**src/sv/mbcf_pkg.sv**
```systemverilog
// Shared constants, types and helpers for the mask boundary cell finder.
package mbcf_pkg;

  localparam int MaxRows = 1024;
  localparam int MaxCols = 1024;

  localparam int ROW_W     = $clog2(MaxRows);
  localparam int COL_W     = $clog2(MaxCols);
  localparam int DIM_W     = 11;
  localparam int CNT_W     = 20;
  localparam int CFG_IDX_W = 1;
  localparam int MIN_DIM   = 3;

  typedef enum logic [CFG_IDX_W-1:0] {
    CFG_GRID_ROWS = 1'b0,
    CFG_GRID_COLS = 1'b1
  } cfg_idx_t;

  // Line buffer read data for one cell: row r-2 at c, row r-1 at c and c+1.
  typedef struct packed {
    logic above;
    logic centre;
    logic right;
  } lb_rd_t;

  function automatic logic [DIM_W-1:0] clamp_dim(input logic [DIM_W-1:0] v,
                                                 input logic [DIM_W-1:0] top);
    logic [DIM_W-1:0] res;
    if (v < DIM_W'(MIN_DIM)) begin
      res = DIM_W'(MIN_DIM);
    end else if (v > top) begin
      res = top;
    end else begin
      res = v;
    end
    return res;
  endfunction

endpackage

```
**src/sv/mbcf_line_bufs.sv**
```systemverilog
// Two one-bit line buffers: older row and middle row, one write and three reads per cycle.
module mbcf_line_bufs
  import mbcf_pkg::*;
(
  input  logic             clk,
  input  logic             rd_en,
  input  logic [COL_W-1:0] rd_addr,
  output lb_rd_t           rd_data,
  input  logic             wr_en,
  input  logic [COL_W-1:0] wr_addr,
  input  logic             wr_older,
  input  logic             wr_middle
);

  logic older_mem  [MaxCols];
  logic middle_mem [MaxCols];
  logic [COL_W-1:0] rd_addr_nx;
  lb_rd_t rd_data_r;

  // Wraps at the top column; the result is never used there.
  assign rd_addr_nx = rd_addr + COL_W'(1);

  always_ff @(posedge clk) begin
    if (wr_en) begin
      older_mem[wr_addr]  <= wr_older;
      middle_mem[wr_addr] <= wr_middle;
    end
  end

  always_ff @(posedge clk) begin
    if (rd_en) begin
      rd_data_r.above  <= older_mem[rd_addr];
      rd_data_r.centre <= middle_mem[rd_addr];
      rd_data_r.right  <= middle_mem[rd_addr_nx];
    end
  end

  assign rd_data = rd_data_r;

endmodule

```
**src/sv/mask_boundary_cell_finder.sv**
```systemverilog
// Top level of the mask boundary cell finder.
// Usage: feed one mask bit per in_ transaction in raster order (columns inner,
// rows outer). For each interior cell whose mask is 0 and whose row or column
// central difference is nonzero, one out_ transaction carries the cell
// position, the inner neighbor and its index in the frame's boundary list.
// A cell is tested when the cell below it arrives, so its result follows that
// input bit.
// A result goes through the line buffer read and stage registers, loaded at the
// accepting edge, and then the output register, loaded when that stage
// advances.
// Throughput: one cell per cycle while no result waits at a stalled output; the
// line buffers give three reads and one write per cycle, which sets that figure.
// cfg_ transactions write grid_rows (index 0) and grid_cols (index 1); values
// are clamped to 3..1024. cfg_ready is always high.
// Reset: position and list counters clear, dimensions return to 1024x1024;
// line buffer contents are not cleared and are filled by the first two rows.
// When out_ready is low with a result pending, the stage behind the output
// register holds, and in_ready drops, only if that stage also has a result.
module mask_boundary_cell_finder
  import mbcf_pkg::*;
(
  input  logic                 clk,
  input  logic                 rst_n,
  input  logic                 in_valid,
  output logic                 in_ready,
  input  logic                 in_mask_bit,
  output logic                 out_valid,
  input  logic                 out_ready,
  output logic [ROW_W-1:0]     out_cell_row,
  output logic [COL_W-1:0]     out_cell_col,
  output logic [ROW_W-1:0]     out_inner_row,
  output logic [COL_W-1:0]     out_inner_col,
  output logic [CNT_W-1:0]     out_list_index,
  input  logic                 cfg_valid,
  output logic                 cfg_ready,
  input  logic [CFG_IDX_W-1:0] cfg_index,
  input  logic [DIM_W-1:0]     cfg_data
);

  logic [DIM_W-1:0] grid_rows_r, grid_rows_nxt;
  logic [DIM_W-1:0] grid_cols_r, grid_cols_nxt;
  logic [ROW_W-1:0] row_r, row_nxt;
  logic [COL_W-1:0] col_r, col_nxt;
  logic [CNT_W-1:0] found_r, found_nxt;

  logic             s1_valid_r, s1_valid_nxt;
  logic             s1_below_r;
  logic             s1_test_r;
  logic             s1_frame_end_r;
  logic [ROW_W-1:0] s1_row_r;
  logic [COL_W-1:0] s1_col_r;
  logic             prev_centre_r;

  logic             out_valid_r, out_valid_nxt;
  logic [ROW_W-1:0] out_cell_row_r, out_inner_row_r;
  logic [COL_W-1:0] out_cell_col_r, out_inner_col_r;
  logic [CNT_W-1:0] out_list_index_r;

  logic             in_acc, cfg_acc;
  logic [DIM_W-1:0] col_inc, row_inc;
  logic             row_wrap, frame_end, test;
  lb_rd_t           rd;
  logic             hit, s1_adv, s1_done;
  logic [ROW_W-1:0] crow, irow;
  logic [COL_W-1:0] icol;

  assign cfg_ready = 1'b1;
  assign cfg_acc   = cfg_valid && cfg_ready;

  // Configuration registers.
  always_comb begin
    grid_rows_nxt = grid_rows_r;
    grid_cols_nxt = grid_cols_r;
    if (cfg_acc) begin
      unique case (cfg_idx_t'(cfg_index))
        CFG_GRID_ROWS: grid_rows_nxt = clamp_dim(cfg_data, DIM_W'(MaxRows));
        CFG_GRID_COLS: grid_cols_nxt = clamp_dim(cfg_data, DIM_W'(MaxCols));
        default: ;
      endcase
    end
  end

  // Raster position of the incoming cell.
  assign col_inc   = {1'b0, col_r} + DIM_W'(1);
  assign row_inc   = {1'b0, row_r} + DIM_W'(1);
  assign row_wrap  = col_inc >= grid_cols_r;
  assign frame_end = row_wrap && (row_inc >= grid_rows_r);
  assign test      = (row_r >= ROW_W'(2)) && (col_r != '0)
                     && (({1'b0, col_r} + DIM_W'(2)) <= grid_cols_r);

  always_comb begin
    row_nxt = row_r;
    col_nxt = col_r;
    if (in_acc) begin
      if (row_wrap) begin
        col_nxt = '0;
        row_nxt = frame_end ? '0 : row_inc[ROW_W-1:0];
      end else begin
        col_nxt = col_inc[COL_W-1:0];
      end
    end
  end

  mbcf_line_bufs u_line_bufs (
    .clk       (clk),
    .rd_en     (in_acc),
    .rd_addr   (col_r),
    .rd_data   (rd),
    .wr_en     (s1_done),
    .wr_addr   (s1_col_r),
    .wr_older  (rd.centre),
    .wr_middle (s1_below_r)
  );

  // Evaluate stage: left neighbor is the previous cell's centre.
  assign hit = s1_valid_r && s1_test_r && !rd.centre
               && ((s1_below_r != rd.above) || (rd.right != prev_centre_r));
  assign s1_adv  = !hit || !out_valid_r || out_ready;
  assign s1_done = s1_valid_r && s1_adv;
  assign in_ready = s1_adv;
  assign in_acc   = in_valid && in_ready;

  assign crow = s1_row_r - ROW_W'(1);

  always_comb begin
    irow = crow;
    if (s1_below_r && !rd.above) begin
      irow = crow + ROW_W'(1);
    end else if (!s1_below_r && rd.above) begin
      irow = crow - ROW_W'(1);
    end
    icol = s1_col_r;
    if (rd.right && !prev_centre_r) begin
      icol = s1_col_r + COL_W'(1);
    end else if (!rd.right && prev_centre_r) begin
      icol = s1_col_r - COL_W'(1);
    end
  end

  always_comb begin
    s1_valid_nxt = s1_valid_r;
    if (in_acc) begin
      s1_valid_nxt = 1'b1;
    end else if (s1_adv) begin
      s1_valid_nxt = 1'b0;
    end
  end

  // Advance the list counter; clear it after the last cell of the frame.
  always_comb begin
    found_nxt = found_r;
    if (s1_done) begin
      if (s1_frame_end_r) begin
        found_nxt = '0;
      end else if (hit) begin
        found_nxt = found_r + CNT_W'(1);
      end
    end
  end

  always_comb begin
    out_valid_nxt = out_valid_r;
    if (hit && s1_adv) begin
      out_valid_nxt = 1'b1;
    end else if (out_ready) begin
      out_valid_nxt = 1'b0;
    end
  end

  always_ff @(posedge clk) begin
    if (!rst_n) begin
      grid_rows_r <= DIM_W'(MaxRows);
      grid_cols_r <= DIM_W'(MaxCols);
      row_r       <= '0;
      col_r       <= '0;
      found_r     <= '0;
      s1_valid_r  <= 1'b0;
      out_valid_r <= 1'b0;
    end else begin
      grid_rows_r <= grid_rows_nxt;
      grid_cols_r <= grid_cols_nxt;
      row_r       <= row_nxt;
      col_r       <= col_nxt;
      found_r     <= found_nxt;
      s1_valid_r  <= s1_valid_nxt;
      out_valid_r <= out_valid_nxt;
    end
  end

  always_ff @(posedge clk) begin
    if (in_acc) begin
      s1_below_r     <= in_mask_bit;
      s1_test_r      <= test;
      s1_frame_end_r <= frame_end;
      s1_row_r       <= row_r;
      s1_col_r       <= col_r;
    end
    if (s1_done) begin
      prev_centre_r <= rd.centre;
    end
    if (hit && s1_adv) begin
      out_cell_row_r   <= crow;
      out_cell_col_r   <= s1_col_r;
      out_inner_row_r  <= irow;
      out_inner_col_r  <= icol;
      out_list_index_r <= found_r;
    end
  end

  assign out_valid      = out_valid_r;
  assign out_cell_row   = out_cell_row_r;
  assign out_cell_col   = out_cell_col_r;
  assign out_inner_row  = out_inner_row_r;
  assign out_inner_col  = out_inner_col_r;
  assign out_list_index = out_list_index_r;

endmodule

```
**config.mk**
```make
export PLATFORM = sky130hd
export DESIGN_NAME = mask_boundary_cell_finder
export DESIGN_NICKNAME = d
export VERILOG_FILES = /design/src/sv/mbcf_pkg.sv /design/src/sv/mbcf_line_bufs.sv /design/src/sv/mask_boundary_cell_finder.sv
export SDC_FILE = /design/constraint.sdc
export NUM_CORES = 2
export LEC_CHECK = 0
export BUFFER_PORTS_ARGS = -buffer_cell sky130_fd_sc_hd__buf_2
export CORE_MARGIN = 2
export CORE_UTILIZATION = 40
export CTS_CLUSTER_DIAMETER = 60
export DETAILED_ROUTE_END_ITERATION = 10
export GPL_ROUTABILITY_DRIVEN = 0
export PLACE_DENSITY = 0.59
export SKIP_LAST_GASP = 1
export SYNTH_ARGS = -nofsm -noshare
export SYNTH_HDL_FRONTEND = slang
export SYNTH_SLANG_ARGS = --single-unit
```
**constraint.sdc**
```tcl
create_clock -name clk -period 37.7 [get_ports clk]
set_input_delay 7.54 -clock clk [delete_from_list [all_inputs] [get_ports clk]]
set_output_delay 7.54 -clock clk [all_outputs]
set_load 0.005 [all_outputs]
```
==> Yosys cells after proc, flatten, opt, wreduce, memory -nomap -nowiden <==
Memory sizes are Yosys's and may differ from the RTL's. A register that Yosys moved wholly into a read port is not among the register bits.
Index checks and enable logic that the tools add are counted.
{ "totals": {"register_bits": 148, "latch_bits": 0, "ram_bits": 2048, "rom_bits": 0, "inputBits": 18, "mem_count": 2} }
{ "mem_list": {"columns": ["memory", "words", "word_bits", "rd", "rd_clocked_by_memory_dff", "write_ports", "line", "text"], "rows": [
  ["u_line_bufs.middle_mem", 1024, 1, 2, 2, 1, "mbcf_line_bufs.sv:16", "logic middle_mem [MaxCols];"],
  ["u_line_bufs.older_mem", 1024, 1, 1, 1, 1, "mbcf_line_bufs.sv:15", "logic older_mem [MaxCols];"]
]} }
{ "op_classes": {"n_addsub": 10, "multipliers": 0, "n_div": 0, "order_cmp": 6, "eq_ne": 2, "n_shift": 0, "n_mux": 16, "bitwise": 1, "reduce_logical": 31} }
{ "op_table": {"columns": ["op", "n"], "rows": [
  ["10-bit 2-to-1 mux", 6],
  ["20-bit 2-to-1 mux", 2],
  ["10-bit by 1-bit adder with 10-bit output (second input constant)", 3],
  ["10-bit by 1-bit subtractor with 10-bit output (second input constant)", 3],
  ["10-bit by 1-bit adder with 11-bit output (second input constant)", 2],
  ["11-bit >= comparator", 2],
  ["11-bit 2-to-1 mux", 2],
  ["20-bit by 1-bit adder with 20-bit output (second input constant)", 1],
  ["1-bit logical AND", 13],
  ["10-bit by 2-bit adder with 11-bit output (second input constant)", 1],
  ["11-bit > comparator (second input constant)", 1],
  ["11-bit <= comparator", 1],
  ["11-bit by 2-bit less-than comparator with 1-bit output (second input constant)", 1],
  ["10-bit by 2-bit >= comparator with 1-bit output (second input constant)", 1],
  ["10-bit nonzero test", 1],
  ["2-bit AND reduction", 4],
  ["1-bit zero test", 7],
  ["1-bit 2-to-1 mux", 6],
  ["2-bit nonzero test", 3],
  ["1-bit logical OR", 3],
  ["1-bit != test", 2],
  ["1-bit NOT", 1]
]} }

==> Longest topological paths before layout <==
{ "logic_depth": {"ltp_word": 9, "mapped_depth": 20, "ltp_nobuf": 13} }

==> Modules after synthesis <==
Synthesis repeated with hierarchy kept, for this count alone.
{ "unflattened": {"hier_cells": 6018, "hier_area_um2": 99247.7} }
{ "modules_own_cells": {"columns": ["mod", "instances", "cells_per_inst", "area_each_um2"], "rows": [
  ["mbcf_line_bufs", 1, 5312, 91834.3],
  ["mask_boundary_cell_finder", 1, 706, 7413.4]
]} }

==> Worst setup path before layout <==
OpenSTA, ideal clock, no wires.
{ "synth_path": {"kind": "reg2out", "startpoint": "register s1_below_r", "endpoint": "output in_ready", "arrival_time_ps": 13539, "t_required_ps": 30160, "setup_slack_ps": 16621, "path_stages_with_launch": 6, "n_path_buf": 0, "cell_sequence": "edfxtp_1 > inv_1 > ha_1 > nand2_1 > and4_1 > nand2_1"} }
{ "synth_between": {"elab_chain_len": 6} }
{ "synth_lines": {"columns": ["item", "line", "text"], "rows": [
  ["start, declared", "mask_boundary_cell_finder.sv:47", "logic s1_below_r;"],
  ["start signal, assigned", "mask_boundary_cell_finder.sv:192", "s1_below_r <= in_mask_bit;"],
  ["1-bit != test", "mask_boundary_cell_finder.sv:117", "&& ((s1_below_r != rd.above) || (rd.right != prev_centre_r));"],
  ["1-bit logical OR", "mask_boundary_cell_finder.sv:117", null],
  ["1-bit logical AND", "mask_boundary_cell_finder.sv:117", null],
  ["1-bit zero test", "mask_boundary_cell_finder.sv:118", "assign s1_adv = !hit || !out_valid_r || out_ready;"],
  ["1-bit logical OR (2 in a row)", "mask_boundary_cell_finder.sv:118", null],
  ["end, declared", "mask_boundary_cell_finder.sv:25", "output logic in_ready,"]
]} }
Every way passes these cells.

==> Worst setup path in the final report <==
{ "layout_path": {"startpoint": "input out_ready", "endpoint": "output in_ready"} }
{ "layout_between": {"elab_chain_len": 1} }
{ "layout_lines": {"columns": ["item", "line", "text"], "rows": [
  ["start, declared", "mask_boundary_cell_finder.sv:28", "input logic out_ready,"],
  ["1-bit logical OR", "mask_boundary_cell_finder.sv:118", null]
]} }
Every way passes these cells.

==> results.ini <==
[timing]
worst_pin_slew_ns=1.330
slew_viol_final=0
finalCritPeriodShare=0.4200
fin_ws_ns=21.87
hold_viol=0
fin_hold_ws_ns=0.4594
rsz0062_at_grt=false
skew_ns=0.03683
period_minus_slack_ns=15.83
fmaxAchievable_mhz=63.16
fin_tns_setup_ns=0
slew_headroom=0.1112
report.final.setup_viol=0

[drt]
totalWireLength_um=309000
postRouteAntennaNets=0
drt_pass1_iterations=5
vias=60189
drc=0
drtIter0Drc=9563
routed_via_density=6.224
drt-wirelength-per-cell_um=31.96

[power_and_ir_drop]
irDropWorstVdd_mv=0.05252
leakagePower_uw=0.03328
switching_share=0.2251
p_per_area_mw_per_mm2=47.96
switchingPower_uw=1189
p_int_uw=4094
clockPowerShare=0.411
pwr-share-seq=0.512
combPwrFrac=0.077

[finish]
layout.nets=6226
area_growth_pct=10.49
fin_cells=9670
drive_gt1_frac=0.2156

[yosys]
async_reset_ff_frac=0
synth_cell_types=82
yosys.area.top_type_share=0.6431
synth_top_area_cell=edfxtp_1
synth.net_count=6281
yosysSeqAreaShare=0.6559
netlist_area_mm2=0.09969
synth_area_leaders=edfxtp_1 64%, mux4_2 16%, nor2_1 4.3%, mux2i_1 2.4%, nand2_1 1.4%
synth-warning-count=0
synth_edf_count=2135
avgSynthCellArea_um2=16.05
synth_top_flop_cell=edfxtp_1
ys_seq_elements=2199
synth_cells=6213

[clock_network]
postCtsHoldBufs=0
htreeDepth=4
post-cts-setup-buffers=0
insertion_delay_ns=0.89
cts_root_buf=clkbuf_16
cts_tree=yes
cts_resized=0
cts_buffers=223
cts_buffer_depth=3
cts_sinks=2199
clk_pin_slew_ns=0.06

[place]
place_ws_ns=21.87
place_hpwl_um=175900
dpl.cell_count=9263
port_buffers=79

[floorplan]
die_x_um=503.2
initial_core_util=0.4017
dieArea_mm2=0.2532
ioPinCount=81
rows=183
die_height_um=503.2
core_area_mm2=0.2482

[hold_path]
hp-start=grid_rows_r[9]
hold_class=register to register

[worst_setup_path]
rr_startpoint=col_r[0]
worstPathMaxFanout=4
arrival_ns=8.29
setup.worst_path.start=out_ready
cp-start-kind=input pin
end_kind=output pin
worstSetupPathType=input pin to output pin
cp.required_ns=30.16

[job]
maxCapViolations=0

[global_routing]
first_global_vias=58720
grt_pass1_wl_um=435200
grt_use_total=0.2411
grt_overflow_total=0
grt_max_degree=275
antenna_found_initial=25

[run_status]
status=completed

-- synth_stat cells (11+ instances only) --
| cell type | count |
|---|---|
| a32oi_1 | 19 |
| mux4_2 | 727 |
| o22ai_1 | 45 |
| ha_1 | 50 |
| nand2_1 | 376 |
| nor3_1 | 33 |
| nand2b_1 | 12 |
| nand3b_1 | 14 |
| mux2i_1 | 241 |
| buf_4 | 46 |
| a211oi_1 | 22 |
| dfxtp_1 | 64 |
| buf_1 | 14 |
| mux2_2 | 22 |
| nand4_1 | 34 |
| a22oi_1 | 20 |
| inv_1 | 47 |
| o21ai_0 | 72 |
| nand3_1 | 108 |
| nor4_1 | 12 |
| a311oi_1 | 14 |
| and3_1 | 22 |
| edfxtp_1 | 2135 |
| clkbuf_1 | 296 |
| a221oi_1 | 30 |
| o221ai_1 | 27 |
| and2_1 | 18 |
| buf_2 | 100 |
| buf_8 | 11 |
| nor2b_1 | 26 |
| a31oi_1 | 23 |
| xnor2_1 | 38 |
| a21oi_1 | 134 |
| nor2_1 | 1138 |
| buf_6 | 49 |
| xor2_1 | 31 |
| nor3b_1 | 13 |
-- stage by stage --
stage	area, µm²	power (µW)	util
2_1_floorplan	99690	3109	-
3_3_place_gp	103100	3160	0.4154
3_5_place_dp	103100	3163	0.4154
4_1_cts	110100	5305	0.4437
5_1_grt	110100	5420	0.4438
6_report	110100	5283	0.4438
-- worst max-delay path, cell delays in order --
cell and delay [ns]:
buf_2 0.10, nor2b_1 0.33, nand2_1 0.17, buf_2 0.16
-- power by group through the flow --
stage / combinational [µW] / clock (µW) / sequential (µW)
2_1_floorplan: 283 / 0 / 2830
3_3_place_gp: 403 / 0 / 2760
3_5_place_dp: 405 / 0 / 2760
4_1_cts: 406 / 2190 / 2710
5_1_grt: 431 / 2280 / 2710
6_report: 405 / 2170 / 2710
-- cell usage in the layout (no fill, tap or decap), types with 9 or more instances in the layout --
master     count
clkbuf_1      49
clkinv_1      58
o22ai_1       45
buf_2         79
mux2_2        22
nand2b_1      12
a21oi_1      134
nand2_1      343
nand2_4       26
nor2b_1       19
a31oi_1       23
clkinv_2      33
bufinv_16     19
and2_1        19
a32oi_1       19
xor2_1        29
inv_1         47
nor3b_1       13
o221ai_1      27
buf_4        155
dfxtp_1       57
nand4_1       34
mux4_2       727
a211oi_1      22
clkbuf_16    226
o21ai_0       72
and3_1        22
ha_1          49
a311oi_1      14
nand3b_1      14
edfxtp_1    2135
nor2_1      1136
a22oi_1       20
mux2i_1      241
o211ai_1       9
xnor2_1       35
nor3_1        33
a221oi_1      30
nor4_1        12
nand3_1      106
-- final cells by class --
| class | instances | area, µm² |
|---|---|---|
| clock inverters | 129 | 1199 |
| fillers | 21789 | 138100 |
| well taps | 3330 | 4167 |
| multi-input cells | 3435 | 31570 |
| inverters | 57 | 224.0 |
| repair buffers | 242 | 1719 |
| flip-flops and latches | 2199 | 65420 |
| diodes | 3 | 7.507 |
| clock buffers | 275 | 5839 |
-- kinds of logic after synthesis --
| group | share of synthesized area |
|---|---|
| buffers and inverters | 0.03070 |
| AO/OA/AOI/OAI | 0.03207 |
| other | 0.00003762 |
| flip-flops | 0.6559 |
| XOR/XNOR | 0.006062 |
| adder cells (fa/ha/maj) | 0.006275 |
| AND/OR/NAND/NOR | 0.07642 |
| multiplexers | 0.1925 |
-- worst paths after layout --
check | slack (ns) | depth (start not counted) | to
worst max-delay path | 21.87 | 4 | in_ready
worst min-delay path | 0.46 | 2 | grid_rows_r[9]
worst max register to register | 30.12 | 12 | u_line_bufs.rd_data[2]
worst min register to register | 0.46 | 2 | grid_rows_r[9]
-- registers in the layout, summed over array words and instances, names as in the netlist --
register                cells
u_line_bufs.middle_mem   1024
u_line_bufs.older_mem    1024
found_r                    20
out_list_index             20
grid_cols_r                11
grid_rows_r                11
col_r                      10
out_cell_col               10
out_cell_row               10
out_inner_col              10
out_inner_row              10
row_r                      10
s1_col_r                   10
s1_row_r                   10
u_line_bufs.rd_data         3
out_valid                   1
prev_centre_r               1
s1_below_r                  1
s1_frame_end_r              1
s1_test_r                   1
s1_valid_r                  1
-- layer usage --
layer	GRT usage	routed length, µm	vias up
li1	-	-	24269
met1	0.3363	120000	31698
met2	0.3777	143600	3667
met3	0.04756	33870	549
met4	0.08510	11430	6
met5	0	47	-
Note: power is estimated with default switching activity, not from simulation.
